## src/rtl/sequence_gap_nack_tracker_assert.svh

```systemverilog
// assertion macros used by the tracker back part (sgnt_back)
`ifndef SEQUENCE_GAP_NACK_TRACKER_ASSERT_SVH
`define SEQUENCE_GAP_NACK_TRACKER_ASSERT_SVH

// same-cycle implication, sampled on clk, off during reset
`define SGNT_ASSERT_NOW(lbl, ante, cons, msg) \
	lbl: assert property (@(posedge clk) disable iff (!arst_n) (ante) |-> (cons)) \
		else $error(msg);

// next-cycle implication, sampled on clk, off during reset
`define SGNT_ASSERT_NEXT(lbl, ante, cons, msg) \
	lbl: assert property (@(posedge clk) disable iff (!arst_n) (ante) |=> (cons)) \
		else $error(msg);

`endif

```

## src/rtl/sgnt_pkg.sv

```systemverilog
`default_nettype none
package sgnt_pkg;

	// result kinds
	localparam logic KIND_REQ    = 1'b0;
	localparam logic KIND_STATUS = 1'b1;

	// register word index
	localparam logic REG_MAX_CHASE   = 1'b0;
	localparam logic REG_PLAY_ENABLE = 1'b1;

	// header size in bytes
	localparam logic [16:0] HDR_BYTES = 17'd24;

	// command queue geometry
	localparam int QDEPTH = 2;
	localparam int QPTR_W = 1;
	localparam int QCNT_W = 2;

	typedef enum logic [2:0] {
		ST_SHORT     = 3'd0,
		ST_MALFORMED = 3'd1,
		ST_FIRST     = 3'd2,
		ST_IN_ORDER  = 3'd3,
		ST_GAP       = 3'd4,
		ST_LATE      = 3'd5
	} sgnt_status_t;

	typedef struct packed {
		logic [11:0] packet_len;
		logic [15:0] outer_seq;
		logic [15:0] inner_seq;
		logic [15:0] payload_len;
	} sgnt_in_t;

	typedef struct packed {
		logic         item_kind;
		logic [15:0]  request_seq;
		logic [2:0]   status;
		logic [14:0]  missing_count;
		logic [7:0]   play_count;
		logic         last;
	} sgnt_out_t;

	// classified packet handed from front to back
	typedef struct packed {
		sgnt_status_t status;
		logic [14:0]  miss;
		logic [5:0]   chase;
		logic [15:0]  base_seq;
		logic [7:0]   play;
	} sgnt_cmd_t;

endpackage
`default_nettype wire

```

## src/rtl/sgnt_front.sv

```systemverilog
`default_nettype none
module sgnt_front import sgnt_pkg::*; #(
	parameter int MAX_CHASE    = 32,
	parameter int PLAY_SAMPLES = 160
) (
	input  wire logic      clk,
	input  wire logic      arst_n,
	input  wire logic      in_valid,
	output logic           in_ready,
	input  wire sgnt_in_t  in_data,
	input  wire logic [5:0] max_chase,
	input  wire logic      play_enable,
	input  wire logic      q_full,
	output logic           q_push,
	output sgnt_cmd_t      q_data
);

	localparam logic [15:0] PLAY_LIM  = 16'(PLAY_SAMPLES);
	localparam logic [6:0]  CHASE_CAP = 7'(MAX_CHASE);

	logic [15:0] last_outer_q;
	logic [15:0] last_inner_q;
	logic        have_last_q;

	logic        is_short;
	logic        is_malformed;
	logic [15:0] delta;
	logic        is_gap;
	logic        is_next;
	logic [5:0]  lim;
	logic [14:0] miss;
	logic [15:0] pmin;
	logic [7:0]  play;
	logic        take_seq;

	assign in_ready = !q_full;
	assign q_push   = in_valid && in_ready;

	// length checks
	assign is_short     = in_data.packet_len < 12'(HDR_BYTES);
	assign is_malformed = (HDR_BYTES + {1'b0, in_data.payload_len}) >
		{5'd0, in_data.packet_len};

	// inner sequence delta, modulo 2^16
	assign delta   = in_data.inner_seq - last_inner_q;
	assign is_gap  = (delta >= 16'd2) && (delta <= 16'h7FFF);
	assign is_next = delta == 16'd1;
	assign miss    = 15'(delta - 16'd1);

	// request limit is the smaller of register and build cap
	assign lim = ({1'b0, max_chase} < CHASE_CAP) ? max_chase : 6'(MAX_CHASE);

	// play count
	assign pmin = (in_data.payload_len < PLAY_LIM) ? in_data.payload_len : PLAY_LIM;
	assign play = (play_enable && in_data.payload_len != 16'd0) ?
		((pmin > 16'd255) ? 8'hFF : pmin[7:0]) : 8'd0;

	// classify packet
	always_comb begin
		q_data          = '0;
		q_data.base_seq = last_outer_q + 16'd1;
		take_seq        = 1'b0;
		if (is_short) begin
			q_data.status = ST_SHORT;
		end else if (is_malformed) begin
			q_data.status = ST_MALFORMED;
		end else begin
			q_data.play = play;
			if (!have_last_q) begin
				q_data.status = ST_FIRST;
				take_seq      = 1'b1;
			end else if (is_gap) begin
				q_data.status = ST_GAP;
				q_data.miss   = miss;
				q_data.chase  = (miss < {9'd0, lim}) ? miss[5:0] : lim;
				take_seq      = 1'b1;
			end else if (is_next) begin
				q_data.status = ST_IN_ORDER;
				take_seq      = 1'b1;
			end else begin
				q_data.status = ST_LATE;
			end
		end
	end

	// tracker state
	always_ff @(posedge clk or negedge arst_n) begin
		if (!arst_n) begin
			last_outer_q <= '0;
			last_inner_q <= '0;
			have_last_q  <= 1'b0;
		end else if (q_push && take_seq) begin
			last_outer_q <= in_data.outer_seq;
			last_inner_q <= in_data.inner_seq;
			have_last_q  <= 1'b1;
		end
	end

endmodule
`default_nettype wire

```

## src/rtl/sgnt_fifo.sv

```systemverilog
`default_nettype none
module sgnt_fifo import sgnt_pkg::*; (
	input  wire logic      clk,
	input  wire logic      arst_n,
	input  wire logic      push,
	input  wire sgnt_cmd_t push_data,
	output logic           full,
	input  wire logic      pop,
	output logic           valid,
	output sgnt_cmd_t      pop_data
);

	sgnt_cmd_t          mem_q [QDEPTH];
	logic [QPTR_W-1:0]  wr_ptr_q;
	logic [QPTR_W-1:0]  rd_ptr_q;
	logic [QCNT_W-1:0]  count_q;

	assign full     = count_q == QCNT_W'(QDEPTH);
	assign valid    = count_q != '0;
	assign pop_data = mem_q[rd_ptr_q];

	// storage
	always_ff @(posedge clk) begin
		if (push) begin
			mem_q[wr_ptr_q] <= push_data;
		end
	end

	// pointers and fill count
	always_ff @(posedge clk or negedge arst_n) begin
		if (!arst_n) begin
			wr_ptr_q <= '0;
			rd_ptr_q <= '0;
			count_q  <= '0;
		end else begin
			if (push) begin
				wr_ptr_q <= wr_ptr_q + 1'b1;
			end
			if (pop) begin
				rd_ptr_q <= rd_ptr_q + 1'b1;
			end
			if (push && !pop) begin
				count_q <= count_q + 1'b1;
			end else if (pop && !push) begin
				count_q <= count_q - 1'b1;
			end
		end
	end

endmodule
`default_nettype wire

```

## src/rtl/sgnt_back.sv

```systemverilog
`default_nettype none
`include "sequence_gap_nack_tracker_assert.svh"
module sgnt_back import sgnt_pkg::*; (
	input  wire logic      clk,
	input  wire logic      arst_n,
	input  wire logic      q_valid,
	input  wire sgnt_cmd_t q_data,
	output logic           q_pop,
	output logic           out_valid,
	input  wire logic      out_ready,
	output sgnt_out_t      out_data
);

	typedef enum logic {
		B_IDLE,
		B_RUN
	} bstate_t;

	bstate_t    state_q;
	sgnt_cmd_t  cmd_q;
	logic [5:0] idx_q;
	logic       out_valid_q;
	sgnt_out_t  out_q;
	logic       slot_free;

	assign slot_free = !out_valid_q || out_ready;
	assign q_pop     = (state_q == B_IDLE) && q_valid;
	assign out_valid = out_valid_q;
	assign out_data  = out_q;

	// load a command, then emit its requests and the closing status
	always_ff @(posedge clk or negedge arst_n) begin
		if (!arst_n) begin
			state_q     <= B_IDLE;
			cmd_q       <= '0;
			idx_q       <= '0;
			out_valid_q <= 1'b0;
			out_q       <= '0;
		end else begin
			case (state_q)
				B_IDLE: begin
					if (out_ready) begin
						out_valid_q <= 1'b0;
					end
					if (q_valid) begin
						cmd_q   <= q_data;
						idx_q   <= '0;
						state_q <= B_RUN;
					end
				end
				B_RUN: begin
					if (slot_free) begin
						out_valid_q         <= 1'b1;
						out_q.missing_count <= cmd_q.miss;
						if (idx_q < cmd_q.chase) begin
							out_q.item_kind   <= KIND_REQ;
							out_q.request_seq <= cmd_q.base_seq + 16'(idx_q);
							out_q.status      <= ST_GAP;
							out_q.play_count  <= '0;
							out_q.last        <= 1'b0;
							idx_q             <= idx_q + 6'd1;
						end else begin
							out_q.item_kind   <= KIND_STATUS;
							out_q.request_seq <= '0;
							out_q.status      <= cmd_q.status;
							out_q.play_count  <= cmd_q.play;
							out_q.last        <= 1'b1;
							state_q           <= B_IDLE;
						end
					end
				end
				default: begin
					if (out_ready) begin
						out_valid_q <= 1'b0;
					end
					state_q <= B_IDLE;
				end
			endcase
		end
	end

	// request items belong to a gap and never close a packet
	`SGNT_ASSERT_NOW(a_req_shape, out_valid_q && out_q.item_kind == KIND_REQ,
		out_q.status == ST_GAP && !out_q.last && out_q.play_count == 8'd0,
		"request item with bad fields")

	// status items always close a packet
	`SGNT_ASSERT_NOW(a_status_last, out_valid_q && out_q.item_kind == KIND_STATUS,
		out_q.last && out_q.request_seq == 16'd0, "status item with bad fields")

	// request counter never passes the chase length
	`SGNT_ASSERT_NOW(a_idx_bound, state_q == B_RUN, idx_q <= cmd_q.chase,
		"request counter overran")

	// a loaded command always starts with a cleared counter
	`SGNT_ASSERT_NEXT(a_load_clear, q_pop, state_q == B_RUN && idx_q == 6'd0,
		"command load did not start the run")

endmodule
`default_nettype wire

```

## src/rtl/sequence_gap_nack_tracker.sv

```systemverilog
// Sequence gap tracker: each accepted packet header is classified at once by the
// front part (short, malformed, first, in order, gap, late) and queued in a
// two-entry command queue; the back part then emits one retransmit request
// transfer per cycle, while the output is ready, for the missed outer sequences,
// followed by a single status transfer with last set. The back part handles a
// packet in steps: it loads the command, emits chase requests, then one status,
// where chase is min(missing, max_chase, MAX_CHASE), at most 32 with the default
// limit of 32. Output stalls only hold the back part; the front keeps taking
// headers until the queue is full.
`default_nettype none
module sequence_gap_nack_tracker import sgnt_pkg::*; #(
	parameter int MAX_CHASE    = 32,
	parameter int PLAY_SAMPLES = 160
) (
	input  wire logic        clk,
	input  wire logic        arst_n,
	input  wire logic        in_valid,
	output logic             in_ready,
	input  wire sgnt_in_t    in_data,
	output logic             out_valid,
	input  wire logic        out_ready,
	output sgnt_out_t        out_data,
	input  wire logic        psel,
	input  wire logic        penable,
	input  wire logic        pwrite,
	input  wire logic [2:0]  paddr,
	input  wire logic [31:0] pwdata,
	output logic [31:0]      prdata,
	output logic             pready
);

	logic [5:0] max_chase_q;
	logic       play_enable_q;
	logic       cfg_wr;
	logic       q_full;
	logic       q_push;
	sgnt_cmd_t  q_in;
	logic       q_valid;
	logic       q_pop;
	sgnt_cmd_t  q_out;

	// register port
	assign pready = 1'b1;
	assign cfg_wr = psel && penable && pwrite;

	always_ff @(posedge clk or negedge arst_n) begin
		if (!arst_n) begin
			max_chase_q   <= 6'd32;
			play_enable_q <= 1'b1;
		end else if (cfg_wr) begin
			case (paddr[2])
				REG_MAX_CHASE:   max_chase_q   <= pwdata[5:0];
				REG_PLAY_ENABLE: play_enable_q <= pwdata[0];
				default: begin
				end
			endcase
		end
	end

	// register readback
	always_comb begin
		case (paddr[2])
			REG_MAX_CHASE:   prdata = {26'd0, max_chase_q};
			REG_PLAY_ENABLE: prdata = {31'd0, play_enable_q};
			default:         prdata = '0;
		endcase
	end

	sgnt_front #(
		.MAX_CHASE    (MAX_CHASE),
		.PLAY_SAMPLES (PLAY_SAMPLES)
	) u_front (
		.clk         (clk),
		.arst_n      (arst_n),
		.in_valid    (in_valid),
		.in_ready    (in_ready),
		.in_data     (in_data),
		.max_chase   (max_chase_q),
		.play_enable (play_enable_q),
		.q_full      (q_full),
		.q_push      (q_push),
		.q_data      (q_in)
	);

	sgnt_fifo u_fifo (
		.clk       (clk),
		.arst_n    (arst_n),
		.push      (q_push),
		.push_data (q_in),
		.full      (q_full),
		.pop       (q_pop),
		.valid     (q_valid),
		.pop_data  (q_out)
	);

	sgnt_back u_back (
		.clk       (clk),
		.arst_n    (arst_n),
		.q_valid   (q_valid),
		.q_data    (q_out),
		.q_pop     (q_pop),
		.out_valid (out_valid),
		.out_ready (out_ready),
		.out_data  (out_data)
	);

endmodule
`default_nettype wire

```

## config.mk

```make
export PLATFORM = sky130hd
export DESIGN_NAME = sequence_gap_nack_tracker
export DESIGN_NICKNAME = d
export VERILOG_FILES = /design/src/rtl/sgnt_pkg.sv /design/src/rtl/sgnt_front.sv /design/src/rtl/sgnt_fifo.sv /design/src/rtl/sgnt_back.sv /design/src/rtl/sequence_gap_nack_tracker.sv
export VERILOG_INCLUDE_DIRS = /design/src /design/src/rtl
export SDC_FILE = /design/constraint.sdc
export NUM_CORES = 1
export LEC_CHECK = 0
export BUFFER_PORTS_ARGS = -buffer_cell sky130_fd_sc_hd__clkbuf_2
export CORE_MARGIN = 2
export CORE_UTILIZATION = 40
export DETAILED_ROUTE_END_ITERATION = 6
export PLACE_DENSITY_LB_ADDON = 0.3
export SLEW_MARGIN = 10
export SYNTH_ARGS = -nofsm -noshare
export SYNTH_HDL_FRONTEND = slang
export SYNTH_HIERARCHICAL = 1
export SYNTH_SLANG_ARGS = --single-unit
```

## constraint.sdc

```tcl
create_clock -name clk -period 7 [get_ports clk]
set_clock_uncertainty 0.1 [all_clocks]
set_input_delay 0.35 -clock clk [delete_from_list [all_inputs] [get_ports clk]]
set_output_delay 0.35 -clock clk [all_outputs]
set_load 0.01 [all_outputs]
```

After elaboration in Yosys (flattened, before gate mapping). Memories as Yosys holds them, arrays and structs flattened. A register that Yosys moved wholly into a read port is not among the register bits. Index checks and enable logic that the tools add are counted.

Register bits: 96. Word-level logic and storage cells: 108. Memories kept: 1. Bits in writable memories: 96. Output and inout bits: 79. Bits of input ports: 102.

Bitwise gates (word level): 2. Magnitude comparators: 9. Equality and inequality tests: 6. Mux-type cells: 39. $add $sub $neg: 10. Reduce and logical (&&, ||, !) cells: 24.

Memory list: u_fifo.mem_q (depth 2, bits a word 48, rd ports 1, clocked after Yosys merged registers in 1, write ports 1, RTL line sgnt_fifo.sv:13) `sgnt_cmd_t mem_q [QDEPTH];`.

Operator list (number): 2-to-1 mux 21 bit (4); one-hot mux 32 bit (2 select lines) (1); 2-to-1 mux 8 bit (4); 2-to-1 mux 6 bit (5); 2-to-1 mux 20 bit (1); adder 5 x 16 -> 17 bit (first input constant) (1); greater-than comparator 17 x 12 -> 1 bit (1); adder 16 x 1 -> 16 bit (second input constant) (1); adder 16 x 6 -> 16 bit (1); == test 16 x 1 -> 1 bit (second input constant) (1); >= comparator 16 x 2 -> 1 bit (second input constant) (1); greater-than comparator 16 x 8 -> 1 bit (second input constant) (1); <= comparator 16 x 15 -> 1 bit (second input constant) (1); less-than comparator 16 x 8 -> 1 bit (second input constant) (1); 2-to-1 mux 16 bit (1); nonzero test 16 bit (1); subtractor 16 bit (1); less-than comparator 15 x 6 -> 1 bit (1); 2-to-1 mux 3 bit (5); subtractor 15 x 1 -> 15 bit (second input constant) (1); less-than comparator 12 x 5 -> 1 bit (second input constant) (1); 2-to-1 mux 1 bit (12); one-hot mux 6 bit (2 select lines) (1); AND reduction 2 bit (5); other kinds (18) (37).

Longest topological paths before layout.
Depth in word-level cells: 8. Depth in mapped cells: 16. Depth with buffers taken out: 16.

By module. The synthesis kept the hierarchy.

Modules (own cells, without submodules): sgnt_back (area an instance 4364.2 µm², sequential area each 2477.4 µm², cells each 465, times used 1); sgnt_front (area an instance 3854.9 µm², sequential area each 825.8 µm², cells each 465, times used 1); sgnt_fifo (area an instance 3698.5 µm², sequential area each 2982.9 µm², cells each 165, times used 1); sequence_gap_nack_tracker (area an instance 551.8 µm², sequential area each 177.7 µm², cells each 51, times used 1).

Worst setup path before layout. OpenSTA, ideal clock, no wires.

Path kind: input to register. Start point: input in_data[16] in the netlist's numbering. End point: memory u_fifo/mem_q[0][25] in the netlist's numbering, data pin. Library setup time: 0.149 ns. Data required time: 6.751 ns. Cell stages on the path: 16. Path buffers: 0. Slack: 3.123 ns. Arrival: 3.628 ns. Path through: inv_1 -> ha_1 -> fa_1 -> and2b_1 -> o22a_1 -> xor2_1 -> xor2_1 -> ha_1 -> a21oi_1 -> o21ai_0 -> a21oi_1 -> and3_1 -> nand3_1 -> a2111oi_4 -> mux2_4 -> nor2_1.

RTL lines: from (decl) (RTL line sequence_gap_nack_tracker.sv:19) `input wire sgnt_in_t in_data,`; to (decl) (RTL line sgnt_fifo.sv:13).

Worst setup path in the final report.
Start point: input in_data[21] in the netlist's numbering. End point: register u_front.last_outer_q[12].

Cells in the longest elaborated chain, start to end: 8. Elaborated cells between the ends (all ways): 11. Those cells by class: 1 x add/sub; 2 x order compare; 1 x eq/ne; 5 x mux; 2 x reduce/logical.

RTL lines: subtractor 16 bit * (RTL line sgnt_front.sv:45) `assign delta = in_data.inner_seq - last_inner_q;`; >= comparator 16 x 2 -> 1 bit, or another cell as far along (RTL line sgnt_front.sv:46) `assign is_gap = (delta >= 16'd2) && (delta <= 16'h7FFF);`; logical AND 1 bit / 2-to-1 mux 1 bit (equally long branches) (RTL line sgnt_front.sv:46, sgnt_front.sv:77); 2-to-1 mux 1 bit * (RTL line sgnt_front.sv:72) `end else if (is_gap) begin`; 2-to-1 mux 1 bit * (RTL line sgnt_front.sv:69) `if (!have_last_q) begin`; 2-to-1 mux 1 bit * (RTL line sgnt_front.sv:65) `end else if (is_malformed) begin`; 2-to-1 mux 1 bit * (RTL line sgnt_front.sv:63) `if (is_short) begin`; logical AND 1 bit * (RTL line sgnt_front.sv:92) `end else if (q_push && take_seq) begin`; to (signal assigned) (RTL line sgnt_front.sv:93) `last_outer_q <= in_data.outer_seq;`; to (decl) (RTL line sgnt_front.sv:21) `logic [15:0] last_outer_q;`.

Mark *: on every way between the ends. The rest lies on a longest branch, timed or not. A chain may end at the register's enable or synchronous reset.

==> flow_summary.json <==
{
  "preCtsSetupSlack_ns": 2.22,
  "status": "finished clean",
  "synth_area_leaders": "dfrtp_1 (28%), edfxtp_1 (23%), mux2_2 (7.0%), nand2_1 (6.8%), ha_1 (5.0%)",
  "cp.arrival_ns": 4.95,
  "slew_violations": 0,
  "top_layer": "met4",
  "n_antenna_cell": 0,
  "clock_path_buffers": 3,
  "met3_length_um": 920,
  "vias": 8595,
  "drtIter0Drc": 436,
  "slew_headroom": 0.236,
  "grt_max_degree": 74,
  "ir_drop_mv": 0.234,
  "cp.buffers_inverters": 2,
  "routedWlPerCell_um": 15.1,
  "period_share": 0.660,
  "grt_pass1_vias": 8484,
  "dp_cells": 1631,
  "finalWirelength_mm": 26.1,
  "min_from": "out_ready",
  "grt_use_total": 0.160,
  "synthDistinctLibCells": 82,
  "finalSetupViolCount": 0,
  "cp_slowest_stage_delay_ns": 0.93,
  "fin_ws_ns": 2.38,
  "nets": 1457,
  "cp_cell_sequence": "dlygate4sd3_1, clkbuf_2, ha_1, and2_1, a311oi_1, a21oi_1, a311oi_1, a211oi_2, and4_1, nand4_1, o21ai_1, a21oi_4, mux2_2",
  "yosysSeqAreaShare": 0.518,
  "fin_setup_tns_ns": 0,
  "io_buffers": 125,
  "dpl_cell_area_um2": 13400,
  "ios": 181,
  "cts_tree": "built",
  "met2_length_mm": 11.8,
  "clk_latency_ns": 0.54,
  "worst-slew-pin-transition_ns": 1.14,
  "dp_hpwl_mm": 18.1,
  "gp_congestion": 0.833,
  "synth-seq-cells": 239,
  "path_clk_slew_ns": 0.06,
  "leakagePower_nw": 6.57,
  "max_freq_ghz": 0.216,
  "seqPwrFrac": 0.378,
  "route.detailed.drc": 0,
  "synth_area_um2": 12500,
  "die-area_um2": 32600,
  "root_buffer": "clkbuf_16",
  "synth_top_area_share": 0.283,
  "ant_nets": 0,
  "post-route-util": 0.480,
  "min_path_type": "input pin to flop",
  "synth_edf_count": 96,
  "critPathMostFrequentCell": "a311oi_1",
  "rsz0062_at_grt": "false",
  "areaGrowthSynthToFinish_pct": 17.9,
  "yosysTopAreaCell": "dfrtp_1",
  "viasPerCell": 5.00,
  "htree_levels": 1,
  "p_total_mw": 6.09,
  "cap_violations": 0,
  "worstPathRequired_ns": 7.32,
  "clock_sinks": 239,
  "num_rows": 64,
  "fin_area_um2": 14700,
  "finalWorstPathRequiredPeriod_ns": 4.62,
  "p_int_mw": 3.91,
  "critical_path_class": "input pin to flop",
  "drt-met1-wl_mm": 12.8,
  "die_w_um": 181,
  "crit_slowest_cell": "a21oi_4",
  "p_switching_mw": 2.18,
  "finalHoldViolCount": 0,
  "async_flop_share": 0.598,
  "ctsResizeCount": 0,
  "crit_path_end_kind": "flop",
  "cellPowerDensity_nw_per_um2": 414,
  "synthCells": 1146,
  "worstReg2RegStart": "u_front/last_inner_q[5]$_DFFE_PN0P_",
  "synth-main-ff-cell": "dfrtp_1",
  "holdWs_ns": 0.0385,
  "p_comb_frac": 0.377,
  "initial_core_util": 0.407,
  "grt_first_pass_wirelength_mm": 43.5,
  "first_pass_iters": 4,
  "sw_frac_of_total": 0.357,
  "clockPowerShare": 0.245,
  "core_area_um2": 30700,
  "startpoint_type": "input pin",
  "die_h_um": 181,
  "crit_family": "compound AO/OA/AOI/OAI gates",
  "overflow": 0,
  "instances_no_fill": 1720,
  "crit_path_start": "in_data[21]",
  "yosys_warnings": 6,
  "path_max_fanout": 32,
  "drive_above_1_share": 0.222,
  "synth_area_per_cell_um2": 10.9,
  "antenna_found_initial": 0,
  "numCtsBuffers": 27
}
[cell type report]
| type | count | area, um^2 |
|---|---|---|
| multi-input combinational | 805 | 5480 |
| sequential | 239 | 6460 |
| inverter | 59 | 221 |
| fill | 2821 | 16000 |
| tap | 396 | 495 |
| clock inverter | 15 | 208 |
| timing repair buffer | 171 | 1070 |
| clock buffer | 35 | 758 |
[logic make-up (layout without fill, tap and decap cells)]
logic type,count (synthesis),after routing,synth area share
and+or+nand+nor,429,429,0.163
DFF,239,239,0.518
AOI/OAI and AO/OA,146,146,0.0857
buffers and inverters,127,280,0.0510
muxes,96,96,0.0894
xor gates and xnor gates,55,55,0.0386
adders and majority gates,52,52,0.0534
other,2,27,0.000602
[per-layer routing]
metal,GRT usage,vias to the layer above
met1,0.229,4102
met3,0.0232,47
met4,0.0416,0
met2,0.254,161
met5,0,-
li1,-,4285
[registers in the layout, summed over array words and instances (netlist names)]
name,count
u_back/cmd_q,48
u_back/out_valid,1
u_fifo/count_q,2
u_fifo/wr_ptr_q,1
u_front/last_outer_q,16
u_back/idx_q,6
u_back/state_q,1
max_chase_q,6
u_back/out_data,43
u_front/last_inner_q,16
u_front/have_last_q,1
u_fifo/rd_ptr_q,1
play_enable_q,1
u_fifo/mem_q,96
[power groups by stage]
stage,clock network (mW),logic (mW),registers (mW)
5_1_grt,1.58,2.59,2.37
3_3_place_gp,0,2.24,2.31
6_report,1.49,2.30,2.30
3_5_place_dp,0,2.28,2.33
2_1_floorplan,0,1.70,2.30
4_1_cts,1.53,2.32,2.30
[cells in the mapped netlist (8+ instances only)]
cell and count:
edfxtp_1 96, a21oi_1 25, nand3_1 19, buf_4 34, inv_1 57, and2_1 9, a22o_1 13, and3_1 9
nand4_1 26, nor2b_1 18, ha_1 50, nor4_1 8, nor2_1 48, xor2_1 24, o21ai_0 38, mux2_4 11
mux2_2 78, clkbuf_1 25, dfrtp_1 141, xnor2_1 31, nand2_1 226, nor3_1 19, a21o_1 10
[tightest hold or removal path, stage by stage]
cell      delay (ns)
clkbuf_2        0.07
nand2b_1        0.14
nand2b_1        0.07
[placed cells by master, fill, tap and decap left out, drive strengths merged, types with 24 or more instances in the layout]
master       count
a21oi           26
dlygate4sd3     39
ha              50
inv             58
xor2            24
nand2          227
dfrtp          141
clkbuf         159
edfxtp          96
mux2            90
nor2            48
nand4           26
o21ai           43
xnor2           31
conb            27
[path summary, 6_finish.rpt]
check,to,slack (ns),depth (start not counted)
hold / removal,u_back/out_valid$_DFFE_PN0P_,0.04,3
setup / recovery,u_front/last_outer_q[12]$_DFFE_PN0P_,2.38,13
min in group asynchronous,u_front/last_outer_q[14]$_DFFE_PN0P_,0.32,2
setup reg to reg,u_front/last_outer_q[12]$_DFFE_PN0P_,2.48,12
hold reg to reg,u_back/out_data[23]$_DFFE_PN0P_,0.37,2
max in group asynchronous,u_fifo/rd_ptr_q$_DFFE_PN0P_,5.01,3
[repair_timing]
item	in CTS	in global routing
hold endpoints to repair	109	0
hold buffers	39	0
buffers inserted	0	0
No activity file was read; power rests on OpenSTA's default activity.
